===== config.mk =====
export PLATFORM = sky130hd
export DESIGN_NAME = first_fit_block_allocator
export DESIGN_NICKNAME = d
export VERILOG_FILES = /design/src/ffba_pkg.sv /design/src/ffba_table.sv /design/src/ffba_match.sv /design/src/ffba_ctrl.sv /design/src/first_fit_block_allocator.sv
export SDC_FILE = /design/constraint.sdc
export NUM_CORES = 2
export LEC_CHECK = 0
export ABC_AREA = 1
export BUFFER_PORTS_ARGS = -buffer_cell sky130_fd_sc_hd__buf_2
export CAP_MARGIN = 20
export CORE_MARGIN = 1.5
export CORE_UTILIZATION = 55
export DETAILED_ROUTE_END_ITERATION = 10
export PLACE_DENSITY = 0.71
export SKIP_LAST_GASP = 1
export SYNTH_ARGS = -nofsm -noshare
export SYNTH_HDL_FRONTEND = slang
export SYNTH_HIERARCHICAL = 1
export SYNTH_SLANG_ARGS = --single-unit

===== constraint.sdc =====
create_clock -name clk -period 11.6 [get_ports clk]
set_input_delay 1.74 -clock clk [delete_from_list [all_inputs] [get_ports clk]]
set_output_delay 1.74 -clock clk [all_outputs]
set_load 0.005 [all_outputs]

===== src/ffba_pkg.sv =====
package ffba_pkg;

  // pool geometry
  localparam int unsigned POOL_BYTES     = 65536;
  localparam int unsigned HEADER_BYTES   = 20;
  localparam int unsigned MAX_BLOCKS_DEF = 64;

  // field widths
  localparam int unsigned SIZE_W = 17;
  localparam int unsigned ADDR_W = 16;
  localparam int unsigned USED_W = 17;
  localparam int unsigned SUM_W  = 19;

  typedef enum logic [1:0] {
    ST_DONE      = 2'd0,
    ST_FULL      = 2'd1,
    ST_NOT_ALLOC = 2'd2,
    ST_ZERO      = 2'd3
  } status_t;

  typedef enum logic {
    OP_ALLOC = 1'b0,
    OP_FREE  = 1'b1
  } opcode_t;

  typedef enum logic [1:0] {
    S_IDLE,
    S_SCAN,
    S_FINISH,
    S_REPLY
  } ctrl_state_t;

  typedef struct packed {
    opcode_t             opcode;
    logic [SIZE_W-1:0]   request_size;
    logic [ADDR_W-1:0]   free_address;
  } req_item_t;

  typedef struct packed {
    status_t             status;
    logic [ADDR_W-1:0]   user_address;
  } rsp_item_t;

  // one block table entry: user offset and capacity
  typedef struct packed {
    logic [ADDR_W-1:0] user_addr;
    logic [ADDR_W-1:0] capacity;
  } entry_t;

  // table controls from the sequencer
  typedef struct packed {
    logic rd_en;
    logic wr_en;
    logic set_taken;
    logic clr_taken;
  } tbl_ctl_t;

  // outcome of the compare unit for one entry
  typedef struct packed {
    logic    hit;
    status_t status;
  } match_t;

endpackage


===== src/ffba_table.sv =====
module ffba_table
  import ffba_pkg::*;
#(
  parameter int unsigned MAX_BLOCKS = MAX_BLOCKS_DEF,
  localparam int unsigned IDX_W = (MAX_BLOCKS > 1) ? $clog2(MAX_BLOCKS) : 1
) (
  input  logic             clk,
  input  logic             rst,
  input  tbl_ctl_t         ctl,
  input  logic [IDX_W-1:0] rd_idx,
  input  logic [IDX_W-1:0] wr_idx,
  input  entry_t           wr_data,
  input  logic [IDX_W-1:0] upd_idx,
  input  logic [IDX_W-1:0] taken_idx,
  output entry_t           rd_data,
  output logic             rd_taken
);

  entry_t                mem [MAX_BLOCKS];
  logic [MAX_BLOCKS-1:0] taken;

  // block table memory, registered read
  always_ff @(posedge clk) begin
    if (ctl.wr_en) begin
      mem[wr_idx] <= wr_data;
    end
    if (ctl.rd_en) begin
      rd_data <= mem[rd_idx];
    end
  end

  // taken marks, cleared by reset
  always_ff @(posedge clk) begin
    if (rst) begin
      taken <= '0;
    end else if (ctl.set_taken) begin
      taken[upd_idx] <= 1'b1;
    end else if (ctl.clr_taken) begin
      taken[upd_idx] <= 1'b0;
    end
  end

  assign rd_taken = taken[taken_idx];

endmodule


===== src/ffba_match.sv =====
module ffba_match
  import ffba_pkg::*;
(
  input  opcode_t           opcode,
  input  logic [SIZE_W-1:0] request_size,
  input  logic [ADDR_W-1:0] free_address,
  input  entry_t            entry,
  input  logic              taken,
  output match_t            match
);

  // first-fit test for allocate, address lookup for free
  always_comb begin
    match.hit    = 1'b0;
    match.status = ST_DONE;
    case (opcode)
      OP_ALLOC: begin
        match.hit    = !taken && ({1'b0, entry.capacity} >= request_size);
        match.status = ST_DONE;
      end
      OP_FREE: begin
        match.hit    = (entry.user_addr == free_address);
        match.status = taken ? ST_DONE : ST_NOT_ALLOC;
      end
      default: begin
        match.hit    = 1'b0;
        match.status = ST_DONE;
      end
    endcase
  end

endmodule


===== src/ffba_ctrl.sv =====
module ffba_ctrl
  import ffba_pkg::*;
#(
  parameter int unsigned MAX_BLOCKS = MAX_BLOCKS_DEF,
  localparam int unsigned IDX_W = (MAX_BLOCKS > 1) ? $clog2(MAX_BLOCKS) : 1,
  localparam int unsigned CNT_W = $clog2(MAX_BLOCKS + 1)
) (
  input  logic              clk,
  input  logic              rst,
  input  logic              req_valid,
  output logic              req_stall,
  input  req_item_t         req,
  output logic              res_valid,
  input  logic              res_ready,
  output rsp_item_t         res,
  output tbl_ctl_t          ctl,
  output logic [IDX_W-1:0]  rd_addr,
  output logic [IDX_W-1:0]  wr_idx,
  output entry_t            wr_data,
  output logic [IDX_W-1:0]  upd_idx,
  output logic [IDX_W-1:0]  chk_idx,
  output opcode_t           op,
  output logic [SIZE_W-1:0] size,
  output logic [ADDR_W-1:0] faddr,
  input  entry_t            rd_data,
  input  match_t            match
);

  ctrl_state_t       state, state_next;
  opcode_t           op_next;
  logic [SIZE_W-1:0] size_next;
  logic [ADDR_W-1:0] faddr_next;
  logic [CNT_W-1:0]  rd_idx, rd_idx_next;
  logic              chk_valid, chk_valid_next;
  logic [IDX_W-1:0]  chk_idx_next;
  logic [CNT_W-1:0]  count, count_next;
  logic [USED_W-1:0] used, used_next;
  status_t           res_status, res_status_next;
  logic [ADDR_W-1:0] res_addr, res_addr_next;

  logic [SUM_W-1:0]  need_first;
  logic [SUM_W-1:0]  need_next;
  logic              pool_empty;
  logic              no_room;
  logic              last_chk;
  logic              issue;

  // control registers
  always_ff @(posedge clk) begin
    if (rst) begin
      state     <= S_IDLE;
      count     <= '0;
      used      <= '0;
      chk_valid <= 1'b0;
    end else begin
      state     <= state_next;
      count     <= count_next;
      used      <= used_next;
      chk_valid <= chk_valid_next;
    end
  end

  // item and scan registers
  always_ff @(posedge clk) begin
    op         <= op_next;
    size       <= size_next;
    faddr      <= faddr_next;
    rd_idx     <= rd_idx_next;
    chk_idx    <= chk_idx_next;
    res_status <= res_status_next;
    res_addr   <= res_addr_next;
  end

  // append sizing: one add chain and compare
  assign need_first = SUM_W'(size) + SUM_W'(HEADER_BYTES);
  assign need_next  = need_first + SUM_W'(used);
  assign pool_empty = (count == '0);
  assign no_room    = (count == CNT_W'(MAX_BLOCKS)) ||
                      (pool_empty ? (need_first > SUM_W'(POOL_BYTES))
                                  : (need_next >= SUM_W'(POOL_BYTES)));
  assign last_chk   = ((CNT_W'(chk_idx) + CNT_W'(1)) == count);
  assign issue      = (rd_idx < count);

  assign rd_addr   = rd_idx[IDX_W-1:0];
  assign req_stall = (state != S_IDLE);
  assign res_valid = (state == S_REPLY);
  assign res       = '{status: res_status, user_address: res_addr};

  // sequencer
  always_comb begin
    state_next      = state;
    op_next         = op;
    size_next       = size;
    faddr_next      = faddr;
    rd_idx_next     = rd_idx;
    chk_valid_next  = 1'b0;
    chk_idx_next    = chk_idx;
    count_next      = count;
    used_next       = used;
    res_status_next = res_status;
    res_addr_next   = res_addr;
    ctl             = '0;
    wr_idx          = count[IDX_W-1:0];
    upd_idx         = chk_idx;
    wr_data.user_addr = (pool_empty ? ADDR_W'(0) : used[ADDR_W-1:0]) + ADDR_W'(HEADER_BYTES);
    wr_data.capacity  = size[ADDR_W-1:0];
    case (state)
      S_IDLE: begin
        if (req_valid) begin
          op_next         = req.opcode;
          size_next       = req.request_size;
          faddr_next      = req.free_address;
          rd_idx_next     = '0;
          res_addr_next   = '0;
          res_status_next = ST_DONE;
          if (req.opcode == OP_ALLOC && req.request_size == '0) begin
            res_status_next = ST_ZERO;
            state_next      = S_REPLY;
          end else if (pool_empty) begin
            state_next = S_FINISH;
          end else begin
            state_next = S_SCAN;
          end
        end
      end
      S_SCAN: begin
        // one table read issued, one entry checked per cycle
        ctl.rd_en      = issue;
        chk_valid_next = issue;
        chk_idx_next   = rd_idx[IDX_W-1:0];
        if (issue) begin
          rd_idx_next = rd_idx + CNT_W'(1);
        end
        if (chk_valid) begin
          if (match.hit) begin
            res_status_next = match.status;
            chk_valid_next  = 1'b0;
            if (op == OP_ALLOC) begin
              ctl.set_taken = 1'b1;
              res_addr_next = rd_data.user_addr;
            end else if (match.status == ST_DONE) begin
              ctl.clr_taken = 1'b1;
            end
            state_next = S_REPLY;
          end else if (last_chk) begin
            chk_valid_next = 1'b0;
            state_next     = S_FINISH;
          end
        end
      end
      S_FINISH: begin
        // no entry matched: append or report failure
        if (op == OP_FREE) begin
          res_status_next = ST_NOT_ALLOC;
        end else if (no_room) begin
          res_status_next = ST_FULL;
        end else begin
          ctl.wr_en       = 1'b1;
          ctl.set_taken   = 1'b1;
          upd_idx         = count[IDX_W-1:0];
          count_next      = count + CNT_W'(1);
          used_next       = pool_empty ? USED_W'(need_first) : USED_W'(need_next);
          res_status_next = ST_DONE;
          res_addr_next   = wr_data.user_addr;
        end
        state_next = S_REPLY;
      end
      S_REPLY: begin
        if (res_ready) begin
          state_next = S_IDLE;
        end
      end
      default: begin
        state_next = S_IDLE;
      end
    endcase
  end

endmodule


===== src/first_fit_block_allocator.sv =====
// a zero-size request goes from accept straight to the reply; other requests
// scan the block table entries in order, then append or report failure if none matched
// throughput: one item at a time; the next item is taken once the result has
// moved into the result register and the sequencer is back in idle
// the result register frees the sequencer while the result waits to be taken
// reset (rst, synchronous): pool empty, all taken marks clear, no result pending
module first_fit_block_allocator
  import ffba_pkg::*;
#(
  parameter int unsigned MAX_BLOCKS = MAX_BLOCKS_DEF
) (
  input  logic      clk,
  input  logic      rst,
  input  logic      req_valid,
  output logic      req_stall,
  input  req_item_t req,
  output logic      rsp_valid,
  input  logic      rsp_stall,
  output rsp_item_t rsp
);

  localparam int unsigned IDX_W = (MAX_BLOCKS > 1) ? $clog2(MAX_BLOCKS) : 1;

  tbl_ctl_t          ctl;
  logic [IDX_W-1:0]  rd_idx;
  logic [IDX_W-1:0]  wr_idx;
  logic [IDX_W-1:0]  upd_idx;
  logic [IDX_W-1:0]  chk_idx;
  entry_t            wr_data;
  entry_t            rd_data;
  logic              rd_taken;
  match_t            match;
  logic              res_valid;
  logic              res_ready;
  rsp_item_t         res;
  opcode_t           op;
  logic [SIZE_W-1:0] size;
  logic [ADDR_W-1:0] faddr;

  ffba_ctrl #(.MAX_BLOCKS(MAX_BLOCKS)) u_ctrl (
    .clk       (clk),
    .rst       (rst),
    .req_valid (req_valid),
    .req_stall (req_stall),
    .req       (req),
    .res_valid (res_valid),
    .res_ready (res_ready),
    .res       (res),
    .ctl       (ctl),
    .rd_addr   (rd_idx),
    .wr_idx    (wr_idx),
    .wr_data   (wr_data),
    .upd_idx   (upd_idx),
    .chk_idx   (chk_idx),
    .op        (op),
    .size      (size),
    .faddr     (faddr),
    .rd_data   (rd_data),
    .match     (match)
  );

  ffba_table #(.MAX_BLOCKS(MAX_BLOCKS)) u_table (
    .clk       (clk),
    .rst       (rst),
    .ctl       (ctl),
    .rd_idx    (rd_idx),
    .wr_idx    (wr_idx),
    .wr_data   (wr_data),
    .upd_idx   (upd_idx),
    .taken_idx (chk_idx),
    .rd_data   (rd_data),
    .rd_taken  (rd_taken)
  );

  ffba_match u_match (
    .opcode       (op),
    .request_size (size),
    .free_address (faddr),
    .entry        (rd_data),
    .taken        (rd_taken),
    .match        (match)
  );

  // result register
  assign res_ready = !rsp_valid || !rsp_stall;

  always_ff @(posedge clk) begin
    if (rst) begin
      rsp_valid <= 1'b0;
    end else if (res_ready) begin
      rsp_valid <= res_valid;
    end
  end

  always_ff @(posedge clk) begin
    if (res_ready && res_valid) begin
      rsp <= res;
    end
  end

endmodule


# After elaboration in Yosys (flattened, before gate mapping)
# Memory sizes are Yosys's and may differ from the RTL's. A register that Yosys moved wholly into a read port is not among the register bits.
# Index checks and enable logic that the tools add are counted.
# classes
magnitude_cmp	7
n_bitwise	7
reduce_logical	24
addsub	6
muxes	55
n_eq_ne	15
# ops
cell	n
$mux W64	2
$mux W16	7
$and A64 B64 Y64	1
$not A64 Y64	1
$or A64 B64 Y64	1
$pmux W16 S3	1
$mux W2	17
$add A19 B17 Y19	1
$ge A19 B17 Y1 const B	1
$gt A19 B17 Y1 const B	1
$add A17 B5 Y18 const B	1
$mux W6	3
$ge A16 B17 Y1	1
$logic_not A17 Y1	1
$mux W17	1
$add A16 B5 Y16 const B	1
$eq A16 B16 Y1	1
$mux W1	15
$add A7 B1 Y7 const B	2
$lt A6 B7 Y1 const B	2
$mux W7	2
$pmux W7 S2	1
$ne A2 B2 Y1 const B	5
$pmux W2 S4	1
other kinds (27)	44
# word_totals
mem_count	1
ff_bits	175
out_inout_bits	20
ramBits	2048
inputBits	38
word_cells	130
# mem_list
memory	words	word_bits	rd	rd_ports_with_merged_regs	write_ports	line_no	text
u_table.mem	64	32	1	1	1	ffba_table.sv:19	entry_t mem [MAX_BLOCKS];

# Logic depth before layout (Yosys ltp)
# depth
depth_word	16
ltp_mapped	30
mapped_depth_nobuf	29

# Cells and area by module
# The synthesis kept the hierarchy.
# modules_own_cells
mod	cells_per_inst	seq_area_each_um2	area_per_inst_um2	n_inst
ffba_table	7278	63741.1	86367.8	1
ffba_ctrl	846	2492.4	6353.6	1
ffba_match	135	0.0	729.4	1
first_fit_block_allocator	23	560.5	584.3	1

# Worst setup path after synthesis
# OpenSTA, ideal clock, no wires.
# synth_timing
path_type	register -> register
start	register u_ctrl.size[2]
end	memory u_table/mem[48][0] (netlist name), enable pin
required_time_ns	11.098
path_stages_with_launch	25
synth_period_minus_slack_ns	6.644
arrival_ns	6.142
n_path_buf	1
setup_time_ns	0.502
path_slack_ns	4.956
cell_sequence	edfxtp_1 ha_1 nor2_1 nor2_4 nand2_2 nand2_1 nand2_1 inv_1 ha_1 nand2_1 inv_1 nand2_1 nand2_1 a21oi_1 nand2_1 nand2_1 nand2_1 nor2_1 nand2_1 nand2_1 nand3_4 inv_1 clkbuf_1 nand4_1 nor4_1
# synth_rtl
item	line_no	text
start: declaration	ffba_ctrl.sv:23	output logic [SIZE_W-1:0] size,
start signal: assignment	ffba_ctrl.sv:66	size <= size_next;
end: declaration	ffba_table.sv:19	

==> flow_summary_export.csv <==
group,metric,value,unit
setup_path,worst_r2r_endpoint,"u_table/mem[4][26]$_DFFE_PP_",
detailed_routing,drt-pass1-iter-count,6,
floorplan,io_pins,58,
logic_synthesis,syn-cell-area,94000,sq um
global_route,antenna_found_initial,9,
cts,clk_pin_slew,0.06,ns
setup_path,path_max_fanout,46,
setup_path,reg2reg_slack,4.44,ns
timing,drv_slew,0,
global_route,grt_overflow_total,0,
logic_synthesis,yosysUniqueCellTypes,48,
global_route,grt_busiest_layer,"met2",
worst_hold_path,hp-start,"u_ctrl/res_addr[9]$_DFFE_PP_",
timing,max_slew_margin,0.184,
finish,drive_gt1_frac,0.0744,
run,cap_violations,0,
setup_path,path_class,"reg2reg",
cts,post_cts_resize_count,0,
timing,rsz0062_at_grt,"no",
setup_path,crit_required,12.05,ns
timing,timing.setup.tns,0,ns
logic_synthesis,synthFlopType,"edfxtp_1",
setup_path,startpoint,"u_ctrl/size[8]$_DFFE_PP_",
detailed_routing,vias,64800,
cts,clockBufferDepth,3,
timing,tightest_slew,1.22,ns
global_route,use_met2,0.440,
cts,cts_root_buf,"clkbuf_16",
setup_path,crit_end,"u_table/mem[4][26]$_DFFE_PP_",
placed_design,numPortBuffers,57,
finish,stdcell_count,10600,
placed_design,gp_congestion,0.938,
floorplan,initial_core_util,0.554,
cts,cts_tree,"yes",
logic_synthesis,ys_seq_area_frac,0.710,
power,finalPower,24.8,mW
timing,period_minus_slack,7.16,ns
worst_hold_path,holdPathStages,0,
global_route,grt_pass1_wl,387,mm
logic_synthesis,yosys_warnings,6,
detailed_routing,drc,0,
logic_synthesis,synth_nets,8372,
setup_path,cp-start-kind,"flip-flop",
global_route,grt_pass1_vias,59100,
detailed_routing,wl,265,mm
timing,period_share,0.617,
cts,cts_buffers,219,
detailed_routing,drtAntennaViolNets,0,
global_route,grtUsageMet1,0.431,
finish,final_area,104000,sq um
logic_synthesis,synth_enable_flop_cells,2163,
timing,finalWorstSetupSlack,4.44,ns
timing,hold_viol,0,
cts,post_cts_buffers,0,
logic_synthesis,syn_inst,8282,
detailed_routing,drt_iter0_markers,9408,
setup_path,arrival,7.60,ns
setup_path,cp-end-kind,"flip-flop",
placed_design,dp.final_hpwl,151,mm
cts,clock_sinks,2255,
timing,setup_viol,0,
finish,nNetsFinal,8259,
power,peakVddDrop,0.251,mV
placed_design,place_ws,4.51,ns
placed_design,numPlacedInstances,10100,
logic_synthesis,ys_seq_elements,2255,
power,leakage,37.4,nW
status,status,"finished, final reports clean",
placed_design,placed_area,96200,sq um
power,powerDensity,239,nW/um^2
worst_hold_path,hold_class,"reg2reg",
timing,fmax,140,MHz
cts,worstSkewPairLatency,0.89,ns
floorplan,num_rows,151,
floorplan,die_h,416,um
cts,htreeDepth,4,
setup_path,r2r_cells,23,
timing,fin_skew,0.0633,ns
detailed_routing,routed_via_density,6.13,
floorplan,core_area,170000,sq um
logic_synthesis,avgSynthCellArea,11.4,sq um
finish,area_growth,10.2,%
setup_path,regToRegStartpoint,"u_ctrl/size[8]$_DFFE_PP_",
floorplan,dieArea,173000,sq um
global_route,use_met3,0.0677,
logic_synthesis,synthArstFlopShare,0,
global_route,grt_usage,0.300,
cts,postCtsHoldBufs,0,
floorplan,die_w,416,um
detailed_routing,drt-wirelength-per-cell,25.1,um
global_route,grt_start_max_net_pins,230,
==> worst min path at each step <==
stage / end
after global placement: rsp[6]$_DFFE_PP_
after CTS: rsp[6]$_DFFE_PP_
after global routing: rsp[0]$_DFFE_PP_
after detailed placement: rsp[6]$_DFFE_PP_
final: rsp[9]$_DFFE_PP_
after floorplan: rsp[0]$_DFFE_PP_
==> synth_stat cells (39+ instances only) <==
| cell | number | area share |
|---|---|---|
| inv_1 | 173 | 0.0069 |
| buf_4 | 61 | 0.0049 |
| ha_1 | 51 | 0.0068 |
| clkbuf_1 | 123 | 0.0049 |
| nor2_1 | 180 | 0.0072 |
| a21oi_1 | 120 | 0.0064 |
| nand3_1 | 2045 | 0.11 |
| o21ai_0 | 81 | 0.0043 |
| xor2_1 | 39 | 0.0036 |
| dfxtp_1 | 92 | 0.020 |
| buf_2 | 271 | 0.014 |
| edfxtp_1 | 2163 | 0.69 |
| buf_1 | 53 | 0.0021 |
| nand2_1 | 2670 | 0.11 |
==> routing by layer <==
layer / share of wire / wire [um]
met1: 0.39 / 103000
met3: 0.12 / 31700
met5: 0.00040 / 107
met4: 0.046 / 12300
met2: 0.44 / 118000
==> cell usage in the layout, fill, tap and decap left out, types with 43 or more instances in the layout <==
cell and n:
o21ai_0 81, clkbuf_1 43, dfxtp_1 92, nand3_1 2045
buf_2 57, buf_4 101, ha_1 50, clkinv_1 66
inv_1 167, nor2_1 121, nand2_1 2670, nor2_4 61
clkbuf_16 220, edfxtp_1 2163, a21oi_1 119, clkinv_2 43
==> registers in the layout (all words and copies together) (netlist names), named ones only <==
signal             flops
u_table/mem         2048
u_table/rd_data       32
rsp                   18
u_ctrl/size           17
u_ctrl/used           17
u_ctrl/faddr          16
u_ctrl/res_addr       16
u_ctrl/count           7
u_ctrl/rd_idx          7
u_ctrl/chk_idx         6
u_ctrl/res_status      2
u_ctrl/state           2
rsp_valid              1
u_ctrl/chk_valid       1
u_ctrl/op              1
==> critical path, stage by stage (launching register included) <==
cell,delay [ns]
edfxtp_1,1.02
buf_4,0.65
nand2_1,0.15
nor2_1,0.22
nand2_1,0.07
nor2_1,0.20
nand2_1,0.08
nand2_1,0.12
inv_1,0.07
ha_1,0.35
nand2_1,0.13
nor2_1,0.15
and3_1,0.16
nand2_1,0.06
nand3_1,0.08
nand2_1,0.08
nor2_1,0.11
nand2_1,0.11
nand2_1,0.36
nand3_4,0.11
inv_1,0.39
nand4_1,0.61
buf_4,0.46
nor2_4,0.85
==> layout make-up <==
| class | instances | area, sq um |
|---|---|---|
| fill | 12900 | 66000 |
| antenna | 2 | 5.00 |
| tap | 2218 | 2780 |
| sequential | 2255 | 66800 |
| inverter | 187 | 742 |
| timing repair buffer | 194 | 1790 |
| clock inverter | 145 | 1340 |
| multi-input combinational | 5312 | 24500 |
| clock buffer | 265 | 5690 |
==> per-stage QoR <==
stage	hold slack [ns]	util
6_report	0.419	0.611
5_1_grt	0.425	0.611
4_1_cts	0.420	0.609
3_5_place_dp	0.406	0.567
3_3_place_gp	0.404	0.566
2_1_floorplan	0.400	-
==> report_power, final <==
part | switching [mW] | internal (mW) | total, mW | leakage (nW)
Sequential | 0.136 | 9.29 | 9.43 | 21.2
Combinational | 6.43 | 1.97 | 8.40 | 12.8
Clock | 3.08 | 3.88 | 6.97 | 3.42
==> cell families (layout without fill, tap and decap cells) <==
group	Yosys count	count (layout)	synth area share
xor+xnor	50	50	0.00466
fa+ha+maj	52	52	0.00700
simple gates	4978	4978	0.229
buf+inv	715	791	0.0361
flops	2255	2255	0.710
compound gates	231	231	0.0129
other cells	1	3	0.0000399
(Power assumes the default switching activity.)
